--- src/rtl/gbb_pkg.sv ---
// Shared types and constants of the glyph bitmap blitter.
package gbb_pkg;

  localparam int MAX_FRAME_WIDTH_DEF = 1024;
  localparam int LANES = 8;
  localparam int QUEUE_DEPTH = 2;

  localparam logic [10:0] FRAME_WIDTH_RESET = 11'd320;
  localparam logic [7:0] FRAME_HEIGHT_RESET = 8'd240;

  typedef enum logic {
    OP_START = 1'b0,
    OP_BYTE  = 1'b1
  } op_t;

  typedef enum logic {
    REG_FRAME_WIDTH  = 1'b0,
    REG_FRAME_HEIGHT = 1'b1
  } cfg_reg_t;

  // One bitmap byte after clipping: a visible mask and the point of every lane.
  typedef struct packed {
    logic [LANES-1:0]       mask;
    logic [LANES-1:0][10:0] xs;
    logic [LANES-1:0][7:0]  ys;
    logic [15:0]            color;
  } entry_t;

  typedef struct packed {
    logic empty;
    logic full;
  } queue_status_t;

endpackage

--- src/rtl/gbb_ifs.sv ---
// Channel interfaces of the glyph bitmap blitter.
interface gbb_glyph_if;
  logic               valid;
  logic               ready;
  gbb_pkg::op_t       op;
  logic [7:0]         glyph_width;
  logic [7:0]         glyph_height;
  logic signed [7:0]  offset_x;
  logic signed [7:0]  offset_y;
  logic signed [15:0] origin_x;
  logic signed [15:0] origin_y;
  logic [15:0]        ink_color;
  logic [7:0]         bitmap_byte;

  modport source (output valid, op, glyph_width, glyph_height, offset_x, offset_y,
                  origin_x, origin_y, ink_color, bitmap_byte, input ready);
  modport sink (input valid, op, glyph_width, glyph_height, offset_x, offset_y,
                origin_x, origin_y, ink_color, bitmap_byte, output ready);
endinterface

interface gbb_pixel_if;
  logic        valid;
  logic        ready;
  logic [9:0]  pixel_x;
  logic [7:0]  pixel_y;
  logic [17:0] pixel_address;
  logic [15:0] pixel_color;
  logic        last;

  modport source (output valid, pixel_x, pixel_y, pixel_address, pixel_color, last,
                  input ready);
  modport sink (input valid, pixel_x, pixel_y, pixel_address, pixel_color, last,
                output ready);
  modport mon (input valid, ready, pixel_x, pixel_y, pixel_address, pixel_color, last);
endinterface

interface gbb_cfg_if;
  logic              valid;
  logic              ready;
  gbb_pkg::cfg_reg_t index;
  logic [10:0]       data;

  modport source (output valid, index, data, input ready);
  modport sink (input valid, index, data, output ready);
  modport mon (input valid, ready, index, data);
endinterface

--- src/rtl/glyph_bitmap_blitter_top.sv ---
// Top level of the glyph bitmap blitter.
// The glyph channel takes start requests (metrics, origin, colour) and
// bitmap-byte requests, eight glyph bits each, most significant first.
// The write channel carries one framebuffer pixel write per request, with
// last set on the final write that a bitmap byte causes.
// The cfg channel sets frame width and height; it is always ready.
// A request is accepted whenever the two-entry queue has room.
// A byte moves from the queue to the current-byte register, whose
// writes are registered onto the write port, one pixel per cycle while the
// receiver is ready, one write per visible pixel, at most eight; bytes with
// no visible pixel and start requests use only the front end.
// Reset clears the glyph state, selects a 320 by 240 frame and empties
// the queue. When the receiver stalls, the pending write holds, the queue
// fills and the glyph channel drops ready.
module glyph_bitmap_blitter_top #(
  parameter int MAX_FRAME_WIDTH = gbb_pkg::MAX_FRAME_WIDTH_DEF
) (
  input logic         clk,
  input logic         rst,
  gbb_glyph_if.sink   glyph,
  gbb_pixel_if.source write,
  gbb_cfg_if.sink     cfg
);
  import gbb_pkg::*;

  entry_t        entry;
  entry_t        head;
  queue_status_t qstat;
  logic          push;
  logic          pop;
  logic [10:0]   fw;

  gbb_front #(.MAX_FRAME_WIDTH(MAX_FRAME_WIDTH)) u_front (
    .clk   (clk),
    .rst   (rst),
    .glyph (glyph),
    .cfg   (cfg),
    .qstat (qstat),
    .push  (push),
    .entry (entry),
    .fw    (fw)
  );

  gbb_queue u_queue (
    .clk      (clk),
    .rst      (rst),
    .push     (push),
    .wr_entry (entry),
    .pop      (pop),
    .head     (head),
    .qstat    (qstat)
  );

  gbb_back u_back (
    .clk   (clk),
    .rst   (rst),
    .head  (head),
    .qstat (qstat),
    .pop   (pop),
    .fw    (fw),
    .write (write)
  );

endmodule

--- src/rtl/gbb_front.sv ---
// Front end: configuration registers, glyph state and per-byte lane clipping.
module gbb_front #(
  parameter int MAX_FRAME_WIDTH = gbb_pkg::MAX_FRAME_WIDTH_DEF
) (
  input  logic             clk,
  input  logic             rst,
  gbb_glyph_if.sink        glyph,
  gbb_cfg_if.sink          cfg,
  input  gbb_pkg::queue_status_t qstat,
  output logic             push,
  output gbb_pkg::entry_t  entry,
  output logic [10:0]      fw
);
  import gbb_pkg::*;

  logic [10:0] frame_width;
  logic [7:0]  frame_height;
  logic [7:0]  column_pos, column_pos_next;
  logic [7:0]  row_pos, row_pos_next;
  logic [7:0]  active_width;
  logic [7:0]  active_height;
  logic [16:0] base_x;
  logic [16:0] base_y;
  logic [15:0] active_color;
  logic        accept;
  logic        active;

  assign cfg.ready   = 1'b1;
  assign glyph.ready = !qstat.full;
  assign accept      = glyph.valid && !qstat.full;
  assign active      = (active_width != 8'd0) && (active_height != 8'd0);

  always_comb begin
    if (32'(frame_width) > MAX_FRAME_WIDTH) begin
      fw = 11'(MAX_FRAME_WIDTH);
    end else begin
      fw = frame_width;
    end
  end

  always_comb begin
    logic [7:0]  c;
    logic [7:0]  r;
    logic [17:0] lane_x;
    logic [17:0] lane_y;
    c = column_pos;
    r = row_pos;
    entry.mask  = '0;
    entry.color = active_color;
    for (int b = 0; b < LANES; b++) begin
      lane_x = {base_x[16], base_x} + {10'd0, c};
      lane_y = {base_y[16], base_y} + {10'd0, r};
      entry.xs[b] = lane_x[10:0];
      entry.ys[b] = lane_y[7:0];
      if (active && (r < active_height)) begin
        if (glyph.bitmap_byte[LANES-1-b] && !lane_x[17] && !lane_y[17] &&
            (lane_x < {7'd0, fw}) && (lane_y < {10'd0, frame_height})) begin
          entry.mask[b] = 1'b1;
        end
        c = c + 8'd1;
        if (c >= active_width) begin
          c = 8'd0;
          r = r + 8'd1;
        end
      end
    end
    column_pos_next = c;
    row_pos_next    = r;
  end

  assign push = accept && (glyph.op == OP_BYTE) && (entry.mask != '0);

  always_ff @(posedge clk) begin
    if (rst) begin
      frame_width  <= FRAME_WIDTH_RESET;
      frame_height <= FRAME_HEIGHT_RESET;
    end else if (cfg.valid) begin
      unique case (cfg.index)
        REG_FRAME_WIDTH:  frame_width  <= cfg.data;
        REG_FRAME_HEIGHT: frame_height <= cfg.data[7:0];
        default:          frame_width  <= frame_width;
      endcase
    end
  end

  always_ff @(posedge clk) begin
    if (rst) begin
      column_pos    <= '0;
      row_pos       <= '0;
      active_width  <= '0;
      active_height <= '0;
      base_x        <= '0;
      base_y        <= '0;
      active_color  <= '0;
    end else if (accept) begin
      unique case (glyph.op)
        OP_START: begin
          active_width  <= glyph.glyph_width;
          active_height <= glyph.glyph_height;
          base_x        <= {glyph.origin_x[15], glyph.origin_x} +
                           {{9{glyph.offset_x[7]}}, glyph.offset_x};
          base_y        <= {glyph.origin_y[15], glyph.origin_y} +
                           {{9{glyph.offset_y[7]}}, glyph.offset_y};
          active_color  <= glyph.ink_color;
          column_pos    <= '0;
          row_pos       <= '0;
        end
        OP_BYTE: begin
          column_pos <= column_pos_next;
          row_pos    <= row_pos_next;
        end
        default: begin
          column_pos <= column_pos;
        end
      endcase
    end
  end

endmodule

--- src/rtl/gbb_queue.sv ---
// Short queue of clipped bitmap bytes between front and back end.
module gbb_queue (
  input  logic                   clk,
  input  logic                   rst,
  input  logic                   push,
  input  gbb_pkg::entry_t        wr_entry,
  input  logic                   pop,
  output gbb_pkg::entry_t        head,
  output gbb_pkg::queue_status_t qstat
);
  import gbb_pkg::*;

  localparam int PW = (QUEUE_DEPTH > 1) ? $clog2(QUEUE_DEPTH) : 1;
  localparam int CW = $clog2(QUEUE_DEPTH + 1);

  entry_t        mem [QUEUE_DEPTH];
  logic [PW-1:0] wptr;
  logic [PW-1:0] rptr;
  logic [CW-1:0] count;
  logic          do_push;
  logic          do_pop;

  assign qstat.empty = (count == '0);
  assign qstat.full  = (count == CW'(QUEUE_DEPTH));
  assign head        = mem[rptr];
  assign do_push     = push && !qstat.full;
  assign do_pop      = pop && !qstat.empty;

  always_ff @(posedge clk) begin
    if (do_push) begin
      mem[wptr] <= wr_entry;
    end
  end

  always_ff @(posedge clk) begin
    if (rst) begin
      wptr  <= '0;
      rptr  <= '0;
      count <= '0;
    end else begin
      if (do_push) begin
        wptr <= (wptr == PW'(QUEUE_DEPTH - 1)) ? '0 : wptr + PW'(1);
      end
      if (do_pop) begin
        rptr <= (rptr == PW'(QUEUE_DEPTH - 1)) ? '0 : rptr + PW'(1);
      end
      if (do_push && !do_pop) begin
        count <= count + CW'(1);
      end else if (do_pop && !do_push) begin
        count <= count - CW'(1);
      end
    end
  end

endmodule

--- src/rtl/gbb_back.sv ---
// Back end: issues one pixel write per cycle while the receiver is ready, from the visible lanes of a byte.
module gbb_back (
  input  logic                   clk,
  input  logic                   rst,
  input  gbb_pkg::entry_t        head,
  input  gbb_pkg::queue_status_t qstat,
  output logic                   pop,
  input  logic [10:0]            fw,
  gbb_pixel_if.source            write
);
  import gbb_pkg::*;

  entry_t            cur;
  logic [2:0]        sel;
  logic [LANES-1:0]  rem;
  logic              adv;
  logic              emit;
  logic [19:0]       addr;

  always_comb begin
    sel = '0;
    for (int b = LANES - 1; b >= 0; b--) begin
      if (cur.mask[b]) begin
        sel = 3'(b);
      end
    end
  end

  assign adv  = !write.valid || write.ready;
  assign emit = adv && (cur.mask != '0);

  always_comb begin
    rem = cur.mask;
    if (emit) begin
      rem[sel] = 1'b0;
    end
  end

  assign pop  = !qstat.empty && (rem == '0);
  assign addr = 20'(cur.ys[sel]) * 20'(fw) + 20'(cur.xs[sel]);

  always_ff @(posedge clk) begin
    if (pop) begin
      cur.xs    <= head.xs;
      cur.ys    <= head.ys;
      cur.color <= head.color;
    end
    if (emit) begin
      write.pixel_x       <= cur.xs[sel][9:0];
      write.pixel_y       <= cur.ys[sel];
      write.pixel_address <= addr[17:0];
      write.pixel_color   <= cur.color;
      write.last          <= (rem == '0);
    end
  end

  always_ff @(posedge clk) begin
    if (rst) begin
      cur.mask    <= '0;
      write.valid <= 1'b0;
    end else begin
      cur.mask <= pop ? head.mask : rem;
      if (adv) begin
        write.valid <= (cur.mask != '0);
      end
    end
  end

endmodule

--- src/flat_wrapper.sv ---
// flat-port wrapper written by rule: the top's interface ports become plain ports
module glyph_bitmap_blitter_top_flat import gbb_pkg::*;
#(
  parameter int MAX_FRAME_WIDTH = gbb_pkg::MAX_FRAME_WIDTH_DEF
)
  (clk, rst, glyph_valid, glyph_op, glyph_glyph_width, glyph_glyph_height, glyph_offset_x, glyph_offset_y, glyph_origin_x, glyph_origin_y, glyph_ink_color, glyph_bitmap_byte, glyph_ready, write_valid, write_pixel_x, write_pixel_y, write_pixel_address, write_pixel_color, write_last, write_ready, cfg_valid, cfg_index, cfg_data, cfg_ready);
  gbb_glyph_if glyph_i ();
  gbb_pixel_if write_i ();
  gbb_cfg_if cfg_i ();
  input logic clk;
  input logic rst;
  input wire logic [$bits(glyph_i.valid)-1:0] glyph_valid;
  input wire logic [$bits(glyph_i.op)-1:0] glyph_op;
  input wire logic [$bits(glyph_i.glyph_width)-1:0] glyph_glyph_width;
  input wire logic [$bits(glyph_i.glyph_height)-1:0] glyph_glyph_height;
  input wire logic [$bits(glyph_i.offset_x)-1:0] glyph_offset_x;
  input wire logic [$bits(glyph_i.offset_y)-1:0] glyph_offset_y;
  input wire logic [$bits(glyph_i.origin_x)-1:0] glyph_origin_x;
  input wire logic [$bits(glyph_i.origin_y)-1:0] glyph_origin_y;
  input wire logic [$bits(glyph_i.ink_color)-1:0] glyph_ink_color;
  input wire logic [$bits(glyph_i.bitmap_byte)-1:0] glyph_bitmap_byte;
  output wire logic [$bits(glyph_i.ready)-1:0] glyph_ready;
  output wire logic [$bits(write_i.valid)-1:0] write_valid;
  output wire logic [$bits(write_i.pixel_x)-1:0] write_pixel_x;
  output wire logic [$bits(write_i.pixel_y)-1:0] write_pixel_y;
  output wire logic [$bits(write_i.pixel_address)-1:0] write_pixel_address;
  output wire logic [$bits(write_i.pixel_color)-1:0] write_pixel_color;
  output wire logic [$bits(write_i.last)-1:0] write_last;
  input wire logic [$bits(write_i.ready)-1:0] write_ready;
  input wire logic [$bits(cfg_i.valid)-1:0] cfg_valid;
  input wire logic [$bits(cfg_i.index)-1:0] cfg_index;
  input wire logic [$bits(cfg_i.data)-1:0] cfg_data;
  output wire logic [$bits(cfg_i.ready)-1:0] cfg_ready;
  assign glyph_i.valid = glyph_valid;
  assign glyph_i.op = glyph_op;
  assign glyph_i.glyph_width = glyph_glyph_width;
  assign glyph_i.glyph_height = glyph_glyph_height;
  assign glyph_i.offset_x = glyph_offset_x;
  assign glyph_i.offset_y = glyph_offset_y;
  assign glyph_i.origin_x = glyph_origin_x;
  assign glyph_i.origin_y = glyph_origin_y;
  assign glyph_i.ink_color = glyph_ink_color;
  assign glyph_i.bitmap_byte = glyph_bitmap_byte;
  assign glyph_ready = glyph_i.ready;
  assign write_valid = write_i.valid;
  assign write_pixel_x = write_i.pixel_x;
  assign write_pixel_y = write_i.pixel_y;
  assign write_pixel_address = write_i.pixel_address;
  assign write_pixel_color = write_i.pixel_color;
  assign write_last = write_i.last;
  assign write_i.ready = write_ready;
  assign cfg_i.valid = cfg_valid;
  assign cfg_i.index = cfg_index;
  assign cfg_i.data = cfg_data;
  assign cfg_ready = cfg_i.ready;
  glyph_bitmap_blitter_top #(.MAX_FRAME_WIDTH(MAX_FRAME_WIDTH)) u_core (.clk(clk), .rst(rst), .glyph(glyph_i), .write(write_i), .cfg(cfg_i));
endmodule
--- config.mk ---
export PLATFORM = sky130hd
export DESIGN_NAME = glyph_bitmap_blitter_top_flat
export DESIGN_NICKNAME = d
export VERILOG_FILES = /design/src/rtl/gbb_pkg.sv /design/src/rtl/gbb_ifs.sv /design/src/rtl/glyph_bitmap_blitter_top.sv /design/src/rtl/gbb_front.sv /design/src/rtl/gbb_queue.sv /design/src/rtl/gbb_back.sv /design/src/flat_wrapper.sv
export SDC_FILE = /design/constraint.sdc
export NUM_CORES = 2
export LEC_CHECK = 0
export BUFFER_PORTS_ARGS = -buffer_cell sky130_fd_sc_hd__buf_2
export CAP_MARGIN = 20
export CORE_MARGIN = 5
export CORE_UTILIZATION = 53
export CTS_CLUSTER_DIAMETER = 100
export DETAILED_ROUTE_END_ITERATION = 10
export PLACE_DENSITY = 0.74
export SYNTH_ARGS = -nofsm -noshare
export SYNTH_HDL_FRONTEND = slang
export SYNTH_SLANG_ARGS = --single-unit
--- constraint.sdc ---
create_clock -name clk -period 31.7 [get_ports clk]
set_input_delay 4.755 -clock clk [delete_from_list [all_inputs] [get_ports clk]]
set_output_delay 4.755 -clock clk [all_outputs]
set_load 0.02 [all_outputs]
==> metrics.yaml <==
timing:
  hold_ws_ns: 0.418
  max_freq_ghz: 0.0363
  worstMarginPinSlew_ns: 1.07
  finalCritPeriodShare_pct: 86.8
  rsz0062_at_grt: "no"
  finalWorstPathRequiredPeriod_ns: 27.52
  maxSlewViolCount: 0
  finalSetupViolations: 0
  tns_ns: 0
  skew_ns: 0.0318
  slew_headroom_pct: 27.7
  finalHoldViolCount: 0
route:
  wl_per_cell_um: 23.3
  drc: 0
  vias: 33700
  vias_per_cell: 6.00
  wl_um: 131000
  drt_iter0_drc: 3213
  detail-route-antenna-nets: 0
  firstDrtPassIters: 8
global_route:
  antenna_found_initial: 3
  grt_overflow: 0
  grt.total_usage_pct: 28.4
  grt_max_degree: 67
  grt_pass1_vias: 32700
  grt_pass1_wl_um: 197000
hold_path:
  hp-class: "reg2reg"
cells_and_area:
  fin_nets: 5086
  syn_to_final_growth_pct: 10.4
  final_cells: 5627
  final_util_pct: 58.8
  antenna_cells: 0
  final_cell_mix: "edfxtp_1, nand2_1, ha_1, a21oi_1, inv_1"
  fillers: 7083
  drive_above_1_share_pct: 13.4
  mostFrequentLayoutCell: "edfxtp_1"
place:
  dp_cells: 5496
  io_buffer_count: 160
  hpwlAfterDp_um: 99700
  globalplace.congestion: 0.997
yosys:
  syn_avg_cell_area_sq_um: 10.6
  ys_ff_latch: 688
  yosys_most_used_dff: "edfxtp_1"
  synth_edf_count: 573
  synth_cell_types: 110
  synth-seq-area-share_pct: 43.2
  synth_warnings: 0
  synthCells: 4274
  syn_area_sq_mm: 0.0452
  async_flop_share_pct: 0
  syn_nets: 4932
run_status:
  run_status: "finished clean"
pwr:
  leakage_nw: 20.8
  p_per_area_mw_per_mm2: 100
  ir_drop_mv: 0.159
  finalPower_w: 0.00501
die:
  num_rows: 107
  dieArea_sq_mm: 0.0912
  chipWidth_um: 302
  ios: 162
  start_util_pct: 53.2
  fp.coreArea_sq_mm: 0.0849
  fp.dieH_um: 302
setup_path:
  start_kind: "flop"
  cp_max_fo: 52
  endpoint_kind: "flop"
  rrSetupSlack_ns: 4.18
  slowest_stage: "nor2_4"
  required_ns: 31.95
  crit_path_max_incr_delay_ns: 0.74
  r2r-start: "u_core.u_front.column_pos[2]$_SDFFE_PP0P_"
  rr_worst_depth: 104
  startpoint: "u_core.u_front.column_pos[2]$_SDFFE_PP0P_"
  crit_end: "u_core.u_queue.mem[1][94]$_DFFE_PP_"
  critPathKind: "reg2reg"
  worstPathArrival_ns: 27.77
  reg2reg_to: "u_core.u_queue.mem[1][94]$_DFFE_PP_"
clock_tree:
  root_buffer: "clkbuf_16"
  cts_resized: 0
  htree_levels: 3
  clk_pin_slew_worst_paths_ns: 0.06
  numCtsBuffers: 74
  clock_path_buffers: 3
  cts_sinks: 688
  cts_hold_buffers: 0
  worstSkewPairLatency_ns: 0.64
  post_cts_buffers: 0
  cts_tree: "done"
flow_run:
  drv_cap: 0
## report_power, final
group,leakage (nW),switching (W),total (W),internal [W]
logic,13.4,0.00174,0.00273,0.000988
registers,6.23,0.0000742,0.00140,0.00132
clock network,1.19,0.000365,0.000881,0.000516
## routing by layer
metal	GRT usage (%)	part of all wire [%]	up-vias
li1	-	-	15700
met4	9.02	3.1	2
met5	0	0.0084	-
met1	40.9	44	16400
met3	4.95	9.1	230
met2	44.1	44	1403
## through the flow
stage / setup slack (ns) / instance area (sq um)
after floorplan: 3.17 / 45200
after global placement: 5.06 / 47400
after detailed placement: 4.66 / 47400
after CTS: 4.56 / 49900
after global routing: 2.20 / 49900
final: 4.18 / 49900
## flip-flops by register name (all words and copies together), names as in the netlist, 10 cells and up, named ones only
register,cells
u_core.u_back.write.pixel_x,10
u_core.u_queue.mem,352
u_core.u_front.base_x,17
u_core.u_front.frame_width,11
u_core.u_back.cur,176
u_core.u_front.base_y,17
u_core.u_back.write.pixel_color,16
u_core.u_front.active_color,16
u_core.u_back.write.pixel_address,18
## layout make-up
class                   count  area [sq um]  share of cell area, %
multi-input cells        3121         24000                   48.1
flip-flops and latches    688         19500                   39.1
clock buffers              92          1990                   3.99
well taps                1144          1430                   2.87
repair buffers            222          1270                   2.54
inverters                 321          1210                   2.43
clock inverters            39           480                  0.963
## synthesized netlist by cell type (81+ instances only)
cell,count,area [sq um]
a21oi_1,393,1970
dfxtp_1,115,2300
fa_1,82,1640
xnor2_1,192,1680
mux2_2,185,2080
xor2_1,90,788
a21o_1,96,721
o21ai_0,148,741
edfxtp_1,573,17200
nor2_1,168,631
clkbuf_1,121,454
inv_1,317,1190
nand2_1,487,1830
nand3_1,81,405
ha_1,470,5880
## critical path, delay by kind of cell, from the launching register on
family / cells / cell delay (ns)
AOI/OAI and AO/OA: 40 / 9.70
xor gates and xnor gates: 7 / 1.78
adders and majority gates: 14 / 4.03
buffers and inverters: 12 / 2.65
DFF: 1 / 0.50
muxes: 3 / 1.04
and+or+nand+nor: 28 / 7.30
## how the worst min path moves through the flow
| stage | startpoint | endpoint | slack, ns | depth (start not counted) |
|---|---|---|---|---|
| after CTS | u_core.u_back.cur[12]$_DFFE_PP_ | u_core.u_back.write.pixel_color[12]$_DFFE_PP_ | 0.42 | 0 |
| after global routing | u_core.u_back.cur[8]$_DFFE_PP_ | u_core.u_back.write.pixel_color[8]$_DFFE_PP_ | 0.43 | 0 |
| after floorplan | u_core.u_back.cur[0]$_DFFE_PP_ | u_core.u_back.write.pixel_color[0]$_DFFE_PP_ | 0.40 | 0 |
| final | u_core.u_back.cur[12]$_DFFE_PP_ | u_core.u_back.write.pixel_color[12]$_DFFE_PP_ | 0.42 | 0 |
| after detailed placement | u_core.u_back.cur[4]$_DFFE_PP_ | u_core.u_back.write.pixel_color[4]$_DFFE_PP_ | 0.40 | 0 |
| after global placement | u_core.u_back.cur[14]$_DFFE_PP_ | u_core.u_back.write.pixel_color[14]$_DFFE_PP_ | 0.40 | 0 |
## logic make-up after synthesis
family,Yosys count,synth area share (%)
and+or+nand+nor,1109,11.7
buffers and inverters,465,3.92
DFF,688,43.2
AOI/OAI and AO/OA,952,13.5
adders and majority gates,552,16.7
muxes,222,5.44
other,1,0.00830
xor gates and xnor gates,285,5.58
Power figures use the tool's default switching activity.
